==> src/hw/rtl/ffha_pkg.sv <==
// shared types and constants of the first-fit heap allocator
package ffha_pkg;

  localparam int unsigned SIZE_W = 27;
  localparam int unsigned ADDR_W = 32;
  localparam int unsigned STAT_W = 3;
  localparam int unsigned IN_DATA_W = 64;
  localparam int unsigned OUT_DATA_W = 96;

  // rounding granules, powers of two since rounding is done with masks
  localparam int unsigned ALIGN_BYTES = 8;
  localparam int unsigned PAGE_BYTES  = 4096;

  localparam logic [ADDR_W-1:0] BASE_RESET = 32'h0100_0000;
  localparam logic [SIZE_W-1:0] LIMIT_RESET = 27'h040_0000;
  localparam logic [SIZE_W-1:0] SIZE_MAX = '1;

  typedef enum logic [STAT_W-1:0] {
    ST_OK       = 3'd0,
    ST_NULL     = 3'd1,
    ST_NO_SPACE = 3'd2,
    ST_UNKNOWN  = 3'd3,
    ST_DOUBLE   = 3'd4
  } status_e;

  typedef enum logic {
    OP_ALLOC = 1'b0,
    OP_FREE  = 1'b1
  } op_e;

  typedef enum logic {
    REG_HEAP_BASE  = 1'b0,
    REG_HEAP_LIMIT = 1'b1
  } reg_e;

  // one table entry: payload size and free mark
  typedef struct packed {
    logic              free;
    logic [SIZE_W-1:0] size;
  } entry_t;

endpackage

==> src/hw/rtl/ffha_table.sv <==
// block table memory: one write and one registered read per cycle
module ffha_table #(
  parameter int unsigned DEPTH = 64
) (
  input  logic                     clk_i,
  input  logic                     wr_en_i,
  input  logic [$clog2(DEPTH)-1:0] wr_idx_i,
  input  ffha_pkg::entry_t         wr_data_i,
  input  logic [$clog2(DEPTH)-1:0] rd_idx_i,
  output ffha_pkg::entry_t         rd_data_o
);
  import ffha_pkg::*;

  entry_t mem_q [DEPTH];
  entry_t rd_data_q;

  // write port
  always_ff @(posedge clk_i) begin
    if (wr_en_i) begin
      mem_q[wr_idx_i] <= wr_data_i;
    end
  end

  // registered read port
  always_ff @(posedge clk_i) begin
    rd_data_q <= mem_q[rd_idx_i];
  end

  assign rd_data_o = rd_data_q;

endmodule

==> src/hw/rtl/first_fit_heap_allocator.sv <==
// first-fit heap allocator: sequencer over the block table with merging
//
// channel  | dir | contents
// s_axis   | in  | tuser: operation; tdata: request_size[26:0], free_address[58:27]
// m_axis   | out | tdata: result_address[31:0], status[34:32], used_bytes[61:35],
//          |     |        free_bytes[88:62]
// cfg      | in  | index 0 heap_base, 1 heap_limit
//
// each visited table entry is read, then checked, through the one table read
// port; a split moves the entries behind the hit one at a time (read, then
// write), and the merge after a free walks every entry (read, then check).
// reset empties the table at once; no clearing pass.
// input ready is low from acceptance until the result has been taken.
module first_fit_heap_allocator #(
  parameter int unsigned MAX_BLOCKS      = 64,
  parameter int unsigned HEADER_BYTES    = 12,
  parameter int unsigned MIN_SPLIT_BYTES = 16
) (
  input  logic                                 clk_i,
  input  logic                                 rst_ni,
  input  logic                                 s_axis_tvalid_i,
  output logic                                 s_axis_tready_o,
  input  logic [ffha_pkg::IN_DATA_W-1:0]       s_axis_tdata_i,  // request_size, free_address
  input  logic                                 s_axis_tuser_i,  // operation
  output logic                                 m_axis_tvalid_o,
  input  logic                                 m_axis_tready_i,
  output logic [ffha_pkg::OUT_DATA_W-1:0]      m_axis_tdata_o,  // addr, status, used, free
  input  logic                                 cfg_we_i,
  input  logic                                 cfg_idx_i,
  input  logic [ffha_pkg::ADDR_W-1:0]          cfg_data_i
);
  import ffha_pkg::*;

  localparam int unsigned AW   = $clog2(MAX_BLOCKS);
  localparam int unsigned CW   = $clog2(MAX_BLOCKS + 1);
  localparam int unsigned OFFW = SIZE_W + CW + 1;
  localparam int unsigned RSW  = SIZE_W + 1;
  localparam logic [CW-1:0]   MAX_CNT   = CW'(MAX_BLOCKS);
  localparam logic [OFFW-1:0] HDR_OFF   = OFFW'(HEADER_BYTES);
  localparam logic [RSW-1:0]  ALIGN_M1  = RSW'(ALIGN_BYTES - 1);
  localparam logic [RSW-1:0]  SPLIT_MIN = RSW'(HEADER_BYTES + MIN_SPLIT_BYTES);
  localparam logic [OFFW:0]   PAGE_M1   = (OFFW + 1)'(PAGE_BYTES - 1);

  typedef enum logic [3:0] {
    S_IDLE, S_SCAN_RD, S_SCAN_CHK, S_APPEND, S_SHIFT_RD, S_SHIFT_WR,
    S_SPLIT_HI, S_SPLIT_LO, S_MRG_RD0, S_MRG_LD0, S_MRG_RD, S_MRG_CHK, S_MRG_FIN
  } state_e;

  state_e            state_q;
  logic              op_q;
  logic [RSW-1:0]    size_q;
  logic [ADDR_W-1:0] addr_q;
  logic [CW-1:0]     idx_q;
  logic [CW-1:0]     cnt_q;
  logic [CW-1:0]     w_q;
  logic [OFFW-1:0]   off_q;
  logic [SIZE_W-1:0] used_q;
  logic [SIZE_W-1:0] rem_q;
  logic [ADDR_W-1:0] base_q;
  logic [SIZE_W-1:0] limit_q;
  entry_t            cur_q;
  logic              out_valid_q;
  logic [ADDR_W-1:0] res_addr_q;
  status_e           status_q;

  logic              wr_en;
  logic [AW-1:0]     wr_idx;
  entry_t            wr_data;
  logic [AW-1:0]     rd_idx;
  entry_t            rd_data;

  logic [RSW-1:0]    req_round;
  logic [ADDR_W-1:0] pay_addr;
  logic [OFFW-1:0]   off_next;
  logic [RSW-1:0]    fit_rem;
  logic [OFFW:0]     app_end;
  logic [OFFW:0]     page_end;
  logic [SIZE_W+1:0] mrg_sum;
  logic [SIZE_W-1:0] mrg_size;
  logic [SIZE_W:0]   add_sum;
  logic [SIZE_W-1:0] add_arg;
  logic [SIZE_W-1:0] used_add;
  logic [SIZE_W-1:0] used_sub;
  logic [SIZE_W-1:0] free_bytes;

  ffha_table #(.DEPTH(MAX_BLOCKS)) u_table (
    .clk_i    (clk_i),
    .wr_en_i  (wr_en),
    .wr_idx_i (wr_idx),
    .wr_data_i(wr_data),
    .rd_idx_i (rd_idx),
    .rd_data_o(rd_data)
  );

  // shared datapath: offsets, addresses, fit and saturating sums
  assign req_round = (RSW'(s_axis_tdata_i[SIZE_W-1:0]) + ALIGN_M1) & ~ALIGN_M1;
  assign pay_addr  = base_q + off_q[ADDR_W-1:0] + ADDR_W'(HEADER_BYTES);
  assign off_next  = off_q + HDR_OFF + OFFW'(rd_data.size);
  assign fit_rem   = RSW'(rd_data.size) - size_q;
  assign app_end   = (OFFW + 1)'(off_q) + (OFFW + 1)'(HDR_OFF) + (OFFW + 1)'(size_q);
  assign page_end  = (app_end + PAGE_M1) & ~PAGE_M1;
  assign mrg_sum   = (SIZE_W + 2)'(cur_q.size) + (SIZE_W + 2)'(HEADER_BYTES)
                   + (SIZE_W + 2)'(rd_data.size);
  assign mrg_size  = (mrg_sum > (SIZE_W + 2)'(SIZE_MAX)) ? SIZE_MAX : mrg_sum[SIZE_W-1:0];
  assign add_sum   = (SIZE_W + 1)'(used_q) + (SIZE_W + 1)'(add_arg);
  assign used_add  = add_sum[SIZE_W] ? SIZE_MAX : add_sum[SIZE_W-1:0];
  assign used_sub  = (used_q >= rd_data.size) ? (used_q - rd_data.size) : '0;
  assign free_bytes = (used_q >= limit_q) ? '0 : (limit_q - used_q);

  // amount added to the used bytes on a successful allocate
  always_comb begin
    unique case (state_q)
      S_SCAN_CHK: add_arg = rd_data.size;
      default:    add_arg = size_q[SIZE_W-1:0];
    endcase
  end

  // table port control
  always_comb begin
    wr_en   = 1'b0;
    wr_idx  = idx_q[AW-1:0];
    wr_data = '{free: 1'b0, size: size_q[SIZE_W-1:0]};
    rd_idx  = idx_q[AW-1:0];
    unique case (state_q)
      S_SCAN_CHK: begin
        if (op_q == OP_ALLOC) begin
          if (rd_data.free && (RSW'(rd_data.size) >= size_q) &&
              !(fit_rem >= SPLIT_MIN && cnt_q < MAX_CNT)) begin
            wr_en   = 1'b1;
            wr_data = '{free: 1'b0, size: rd_data.size};
          end
        end else if (pay_addr == addr_q && !rd_data.free) begin
          wr_en   = 1'b1;
          wr_data = '{free: 1'b1, size: rd_data.size};
        end
      end
      S_APPEND: begin
        wr_idx = cnt_q[AW-1:0];
        wr_en  = (cnt_q < MAX_CNT) && (page_end <= (OFFW + 1)'(limit_q));
      end
      S_SHIFT_RD: rd_idx = AW'(w_q - 1'b1);
      S_SHIFT_WR: begin
        wr_en   = 1'b1;
        wr_idx  = w_q[AW-1:0];
        wr_data = rd_data;
      end
      S_SPLIT_HI: begin
        wr_en   = 1'b1;
        wr_idx  = AW'(idx_q + 1'b1);
        wr_data = '{free: 1'b1, size: rem_q - SIZE_W'(HEADER_BYTES)};
      end
      S_SPLIT_LO: wr_en = 1'b1;
      S_MRG_RD0:  rd_idx = '0;
      S_MRG_CHK: begin
        wr_idx  = w_q[AW-1:0];
        wr_data = cur_q;
        wr_en   = !(cur_q.free && rd_data.free);
      end
      S_MRG_FIN: begin
        wr_en   = 1'b1;
        wr_idx  = w_q[AW-1:0];
        wr_data = cur_q;
      end
      default: ;
    endcase
  end

  // sequencer, counters and result registers
  always_ff @(posedge clk_i or negedge rst_ni) begin
    if (!rst_ni) begin
      state_q     <= S_IDLE;
      cnt_q       <= '0;
      used_q      <= '0;
      base_q      <= BASE_RESET;
      limit_q     <= LIMIT_RESET;
      out_valid_q <= 1'b0;
      op_q        <= OP_ALLOC;
      status_q    <= ST_OK;
      res_addr_q  <= '0;
      size_q      <= '0;
      addr_q      <= '0;
      idx_q       <= '0;
      w_q         <= '0;
      off_q       <= '0;
      rem_q       <= '0;
      cur_q       <= '0;
    end else begin
      if (cfg_we_i) begin
        unique case (cfg_idx_i)
          REG_HEAP_BASE:  base_q  <= cfg_data_i;
          REG_HEAP_LIMIT: limit_q <= cfg_data_i[SIZE_W-1:0];
        endcase
      end
      if (out_valid_q && m_axis_tready_i) begin
        out_valid_q <= 1'b0;
      end
      unique case (state_q)
        S_IDLE: begin
          if (s_axis_tvalid_i && s_axis_tready_o) begin
            op_q   <= s_axis_tuser_i;
            size_q <= req_round;
            addr_q <= s_axis_tdata_i[SIZE_W +: ADDR_W];
            idx_q  <= '0;
            off_q  <= '0;
            if ((s_axis_tuser_i == OP_ALLOC && s_axis_tdata_i[SIZE_W-1:0] == '0) ||
                (s_axis_tuser_i == OP_FREE && s_axis_tdata_i[SIZE_W +: ADDR_W] == '0)) begin
              status_q    <= ST_NULL;
              res_addr_q  <= '0;
              out_valid_q <= 1'b1;
            end else if (cnt_q == '0) begin
              if (s_axis_tuser_i == OP_ALLOC) begin
                state_q <= S_APPEND;
              end else begin
                status_q    <= ST_UNKNOWN;
                res_addr_q  <= '0;
                out_valid_q <= 1'b1;
              end
            end else begin
              state_q <= S_SCAN_RD;
            end
          end
        end
        S_SCAN_RD: state_q <= S_SCAN_CHK;
        S_SCAN_CHK: begin
          if (op_q == OP_ALLOC && rd_data.free && RSW'(rd_data.size) >= size_q) begin
            res_addr_q <= pay_addr;
            if (fit_rem >= SPLIT_MIN && cnt_q < MAX_CNT) begin
              rem_q   <= fit_rem[SIZE_W-1:0];
              w_q     <= cnt_q;
              state_q <= S_SHIFT_RD;
            end else begin
              used_q      <= used_add;
              status_q    <= ST_OK;
              out_valid_q <= 1'b1;
              state_q     <= S_IDLE;
            end
          end else if (op_q == OP_FREE && pay_addr == addr_q) begin
            res_addr_q <= '0;
            if (rd_data.free) begin
              status_q    <= ST_DOUBLE;
              out_valid_q <= 1'b1;
              state_q     <= S_IDLE;
            end else begin
              used_q  <= used_sub;
              state_q <= S_MRG_RD0;
            end
          end else begin
            off_q <= off_next;
            idx_q <= idx_q + 1'b1;
            if (idx_q + 1'b1 == cnt_q) begin
              if (op_q == OP_ALLOC) begin
                state_q <= S_APPEND;
              end else begin
                status_q    <= ST_UNKNOWN;
                res_addr_q  <= '0;
                out_valid_q <= 1'b1;
                state_q     <= S_IDLE;
              end
            end else begin
              state_q <= S_SCAN_RD;
            end
          end
        end
        S_APPEND: begin
          if (cnt_q < MAX_CNT && page_end <= (OFFW + 1)'(limit_q)) begin
            cnt_q      <= cnt_q + 1'b1;
            used_q     <= used_add;
            res_addr_q <= pay_addr;
            status_q   <= ST_OK;
          end else begin
            res_addr_q <= '0;
            status_q   <= ST_NO_SPACE;
          end
          out_valid_q <= 1'b1;
          state_q     <= S_IDLE;
        end
        S_SHIFT_RD: begin
          if (w_q > idx_q + 1'b1) begin
            state_q <= S_SHIFT_WR;
          end else begin
            state_q <= S_SPLIT_HI;
          end
        end
        S_SHIFT_WR: begin
          w_q     <= w_q - 1'b1;
          state_q <= S_SHIFT_RD;
        end
        S_SPLIT_HI: state_q <= S_SPLIT_LO;
        S_SPLIT_LO: begin
          cnt_q       <= cnt_q + 1'b1;
          used_q      <= used_add;
          status_q    <= ST_OK;
          out_valid_q <= 1'b1;
          state_q     <= S_IDLE;
        end
        S_MRG_RD0: state_q <= S_MRG_LD0;
        S_MRG_LD0: begin
          cur_q <= rd_data;
          w_q   <= '0;
          idx_q <= CW'(1);
          if (cnt_q == CW'(1)) begin
            state_q <= S_MRG_FIN;
          end else begin
            state_q <= S_MRG_RD;
          end
        end
        S_MRG_RD: state_q <= S_MRG_CHK;
        S_MRG_CHK: begin
          if (cur_q.free && rd_data.free) begin
            cur_q.size <= mrg_size;
          end else begin
            w_q   <= w_q + 1'b1;
            cur_q <= rd_data;
          end
          idx_q <= idx_q + 1'b1;
          if (idx_q + 1'b1 == cnt_q) begin
            state_q <= S_MRG_FIN;
          end else begin
            state_q <= S_MRG_RD;
          end
        end
        S_MRG_FIN: begin
          cnt_q       <= w_q + 1'b1;
          status_q    <= ST_OK;
          out_valid_q <= 1'b1;
          state_q     <= S_IDLE;
        end
        default: state_q <= S_IDLE;
      endcase
    end
  end

  assign s_axis_tready_o = (state_q == S_IDLE) && !out_valid_q;
  assign m_axis_tvalid_o = out_valid_q;
  assign m_axis_tdata_o  = {7'b0, free_bytes, used_q, status_q, res_addr_q};

endmodule

==> config.mk <==
export PLATFORM = sky130hd
export DESIGN_NAME = first_fit_heap_allocator
export DESIGN_NICKNAME = d
export VERILOG_FILES = /design/src/hw/rtl/ffha_pkg.sv /design/src/hw/rtl/ffha_table.sv /design/src/hw/rtl/first_fit_heap_allocator.sv
export SDC_FILE = /design/constraint.sdc
export NUM_CORES = 2
export LEC_CHECK = 0
export ABC_AREA = 1
export BUFFER_PORTS_ARGS = -buffer_cell sky130_fd_sc_hd__buf_2
export CAP_MARGIN = 20
export CORE_MARGIN = 8
export CORE_UTILIZATION = 55
export DETAILED_ROUTE_END_ITERATION = 6
export PLACE_DENSITY_LB_ADDON = 0.1
export REMOVE_ABC_BUFFERS = 1
export SLEW_MARGIN = 15
export SYNTH_ARGS = -nofsm -noshare
export SYNTH_HDL_FRONTEND = slang
export SYNTH_SLANG_ARGS = --single-unit
export TNS_END_PERCENT = 10
==> constraint.sdc <==
create_clock -name clk_i -period 11.6 [get_ports clk_i]
set_input_delay 1.74 -clock clk_i [delete_from_list [all_inputs] [get_ports clk_i]]
set_output_delay 1.74 -clock clk_i [all_outputs]
set_load 0.005 [all_outputs]
==> run_results.csv <==
group,metric,value,unit
setup_path,cp.arrival,7.73,ns
grt,grt_pass1_wl,497,mm
grt,grt_start_max_net_pins,209,
placement,dp_cells,12500,
placement,gp_congestion,0.987,
synthesis,synth-seq-area-share,0.598,
timing,finalWorstSetupSlack,4.35,ns
setup_path,crit_required,12.08,ns
clocking,cts_max_level,4,
placement,port-buffer-count,188,
setup_path,rrSetupSlack,4.35,ns
clocking,post_cts_buffers,0,
timing,hold_slack,0.466,ns
placement,dp_hpwl,216,mm
routing,vias,80100,
synthesis,synth_fa_ha_area_frac,0.0441,
clocking,cts_tree,"yes",
timing,worstMarginPinSlew,1.18,ns
synthesis,syn_area,103000,sq um
synthesis,synth.area.mux_share,0.00161,
synthesis,ys_ff_latch,2115,
grt,grt.total_usage,0.326,
routing,drcViolationCount,0,
synthesis,syn_avg_cell_area,10.1,sq um
job,max_cap_violations,0,
timing,hold_viol_final,0,
clocking,cts_buffers,210,
floorplanning,fp.dieW,449,um
setup_path,cp_max_fo,60,
setup_path,end_kind,"register",
synthesis,synth_top_family_by_area,"simple AND/OR/NAND/NOR gates",
floorplanning,die_y,449,um
routing,drt-wirelength-per-cell,26.4,um
setup_path,reg2reg_from,"size_q[3]",
timing,finalSetupViolCount,0,
power,vdd_drop_max,0.385,mV
setup_path,reg2regPathDepth,32,
power,total_power,33.7,mW
layout,synthToLayoutAreaGrowth,10.3,%
synthesis,ys_types,67,
timing,skew,0.116,ns
floorplanning,rows,159,
power,leakagePower,43.6,nW
setup_path,r2r_end,"u_table.mem_q[47][19]",
routing,vias_per_cell,6.20,
layout,fin_nets,10700,
synthesis,synthCells,10200,
setup_path,critPathMaxStageDelay,0.92,ns
layout,layoutNonFillerInstCount,12900,
layout,layout_commonest_cell,"edfxtp_1",
grt,grt_pass1_vias,76200,
floorplanning,coreArea,187000,sq um
routing,drtIter0Drc,9798,
timing,min_period_over_period,0.625,
floorplanning,die-area,202000,sq um
routing,drtAntennaViolNets,0,
synthesis,yosys_warnings,0,
layout,layout_common_cells,"edfxtp_1 (1,792), nand2_1 (1,439), nor2_1 (1,325)",
clocking,cts-resized-gates,0,
synthesis,synth-main-ff-cell,"edfxtp_1",
timing,period_needed,7.25,ns
timing,drv_slew,0,
status,status,"completed",
setup_path,crit_type,"register to register",
setup_path,critical-path-slowest-cell,"nor2_4",
setup_path,crit_start,"size_q[3]",
synthesis,synth_compound_area_frac,0.146,
grt,overflow,0,
synthesis,async_flop_share,0.139,
clocking,cts-root-buf,"clkbuf_16",
placement,pre_cts_slack,4.52,ns
floorplanning,start_util,0.551,
setup_path,worstSetupStartpointType,"register",
power,power_density,296,nW/um^2
floorplanning,pin_count,201,
setup_path,endpoint,"u_table.mem_q[47][19]",
timing,max_slew_margin,0.216,
worst_hold_path,hold_class,"register to register",
routing,first_pass_iters,6,
clocking,clkLatencyLatePin,0.89,ns
layout,drive_above_1_share,0.0780,
routing,wl,342,mm
layout,n_fill_cell,15500,
synthesis,synthXorXnorAreaFrac,0.0128,
setup_path,crit_top_cell,"nand2_1",
clocking,hold_buffers,0,
timing,fmax,138,MHz
clocking,cts_buffer_depth,3,
clocking,cts.sinks,2115,
layout,fin_util,0.608,
clocking,path_clk_slew,0.06,ns
grt,antenna_found_initial,9,
synthesis,synth_edf_count,1792,
timing,grt_setup_unrepaired,"no",
synthesis,yosys.area_share.simple,0.147,
worst_hold_path,hold_depth,2,
-- report_power, final --
part | total, mW | internal [mW] | switching (mW) | leakage, nW
clock | 6.58 | 3.60 | 2.98 | 3.21
combinational | 16.1 | 4.03 | 12.1 | 20.0
sequential | 11.0 | 10.4 | 0.585 | 20.3
total | 33.7 | 18.0 | 15.6 | 43.6
-- worst min path at each step --
| stage | from | endpoint |
|---|---|---|
| 5_1_grt | res_addr_q[4] | res_addr_q[4] |
| 3_5_place_dp | res_addr_q[1] | res_addr_q[1] |
| 6_report | res_addr_q[1] | res_addr_q[1] |
| 3_3_place_gp | res_addr_q[1] | res_addr_q[1] |
| 2_1_floorplan | base_q[2] | base_q[2] |
| 4_1_cts | res_addr_q[1] | res_addr_q[1] |
-- Yosys cell counts (34+ instances only) --
master | number | share of area
buf_2 | 60 | 0.0029
nand2_1 | 1442 | 0.052
nand4_1 | 94 | 0.0057
xor2_1 | 93 | 0.0079
clkbuf_1 | 407 | 0.015
a21oi_1 | 304 | 0.015
o211ai_1 | 243 | 0.018
nand3_1 | 573 | 0.028
nor2_1 | 1339 | 0.049
o21ai_0 | 1288 | 0.062
nor3_1 | 73 | 0.0035
o221ai_1 | 237 | 0.020
buf_1 | 34 | 0.0012
edfxtp_1 | 1792 | 0.52
o22ai_1 | 244 | 0.015
o21ai_1 | 54 | 0.0026
dfrtp_1 | 293 | 0.071
ha_1 | 353 | 0.043
xnor2_1 | 48 | 0.0041
inv_1 | 801 | 0.029
-- layer usage --
| metal | vias to the layer above | track usage | wire [um] |
|---|---|---|---|
| met5 | - | 0 | 33 |
| met3 | 719 | 0.0564 | 29800 |
| met4 | 6 | 0.151 | 18400 |
| met2 | 3791 | 0.516 | 156000 |
| met1 | 39100 | 0.441 | 137000 |
| li1 | 36500 | - | - |
-- logic make-up after synthesis --
kind of cell | count (synthesis)
AOI/OAI and AO/OA | 2553
xor gates and xnor gates | 145
adders and majority gates | 360
buffers and inverters | 1343
DFF | 2115
muxes | 16
other | 1
and+or+nand+nor | 3646
-- area by class of cell --
| type | count | area (sq um) | area share |
|---|---|---|---|
| Clock inverter | 117 | 1080 | 0.00951 |
| Timing Repair Buffer | 379 | 2550 | 0.0224 |
| Tap cell | 2495 | 3120 | 0.0274 |
| Sequential cell | 2115 | 61800 | 0.542 |
| Clock buffer | 265 | 5510 | 0.0484 |
| Antenna cell | 8 | 20.0 | 0.000176 |
| Multi-Input combinational cell | 6727 | 36700 | 0.323 |
| Inverter | 826 | 3120 | 0.0274 |
-- sequential cells by signal, summed over array words and instances, names as in the netlist --
name and flops:
limit_q 27, u_table.mem_q 1792, op_q 1, m_axis_tvalid_o 1, addr_q 32, used_q 27
u_table.rd_data_o 28, res_addr_q 32, size_q 25, rem_q 27, base_q 32, cnt_q 7
idx_q 7, w_q 7, off_q 35, cur_q 28, status_q 3, state_q 4
-- worst max-delay path: cells and delay by family (launching register included) --
family	cells	cell delay, ns
fa+ha+maj	3	0.76
simple gates	24	4.41
flops	1	0.48
xor+xnor	1	0.21
buf+inv	4	0.90
-- per-stage QoR --
stage                     instance area [sq um]  setup TNS, ns
after CTS                                114000              0
after detailed placement                 107000              0
after floorplan                          101000       -1822.28
after global routing                     114000              0
after global placement                   107000              0
final                                    114000              0
Note: power is estimated with default switching activity, not from simulation.
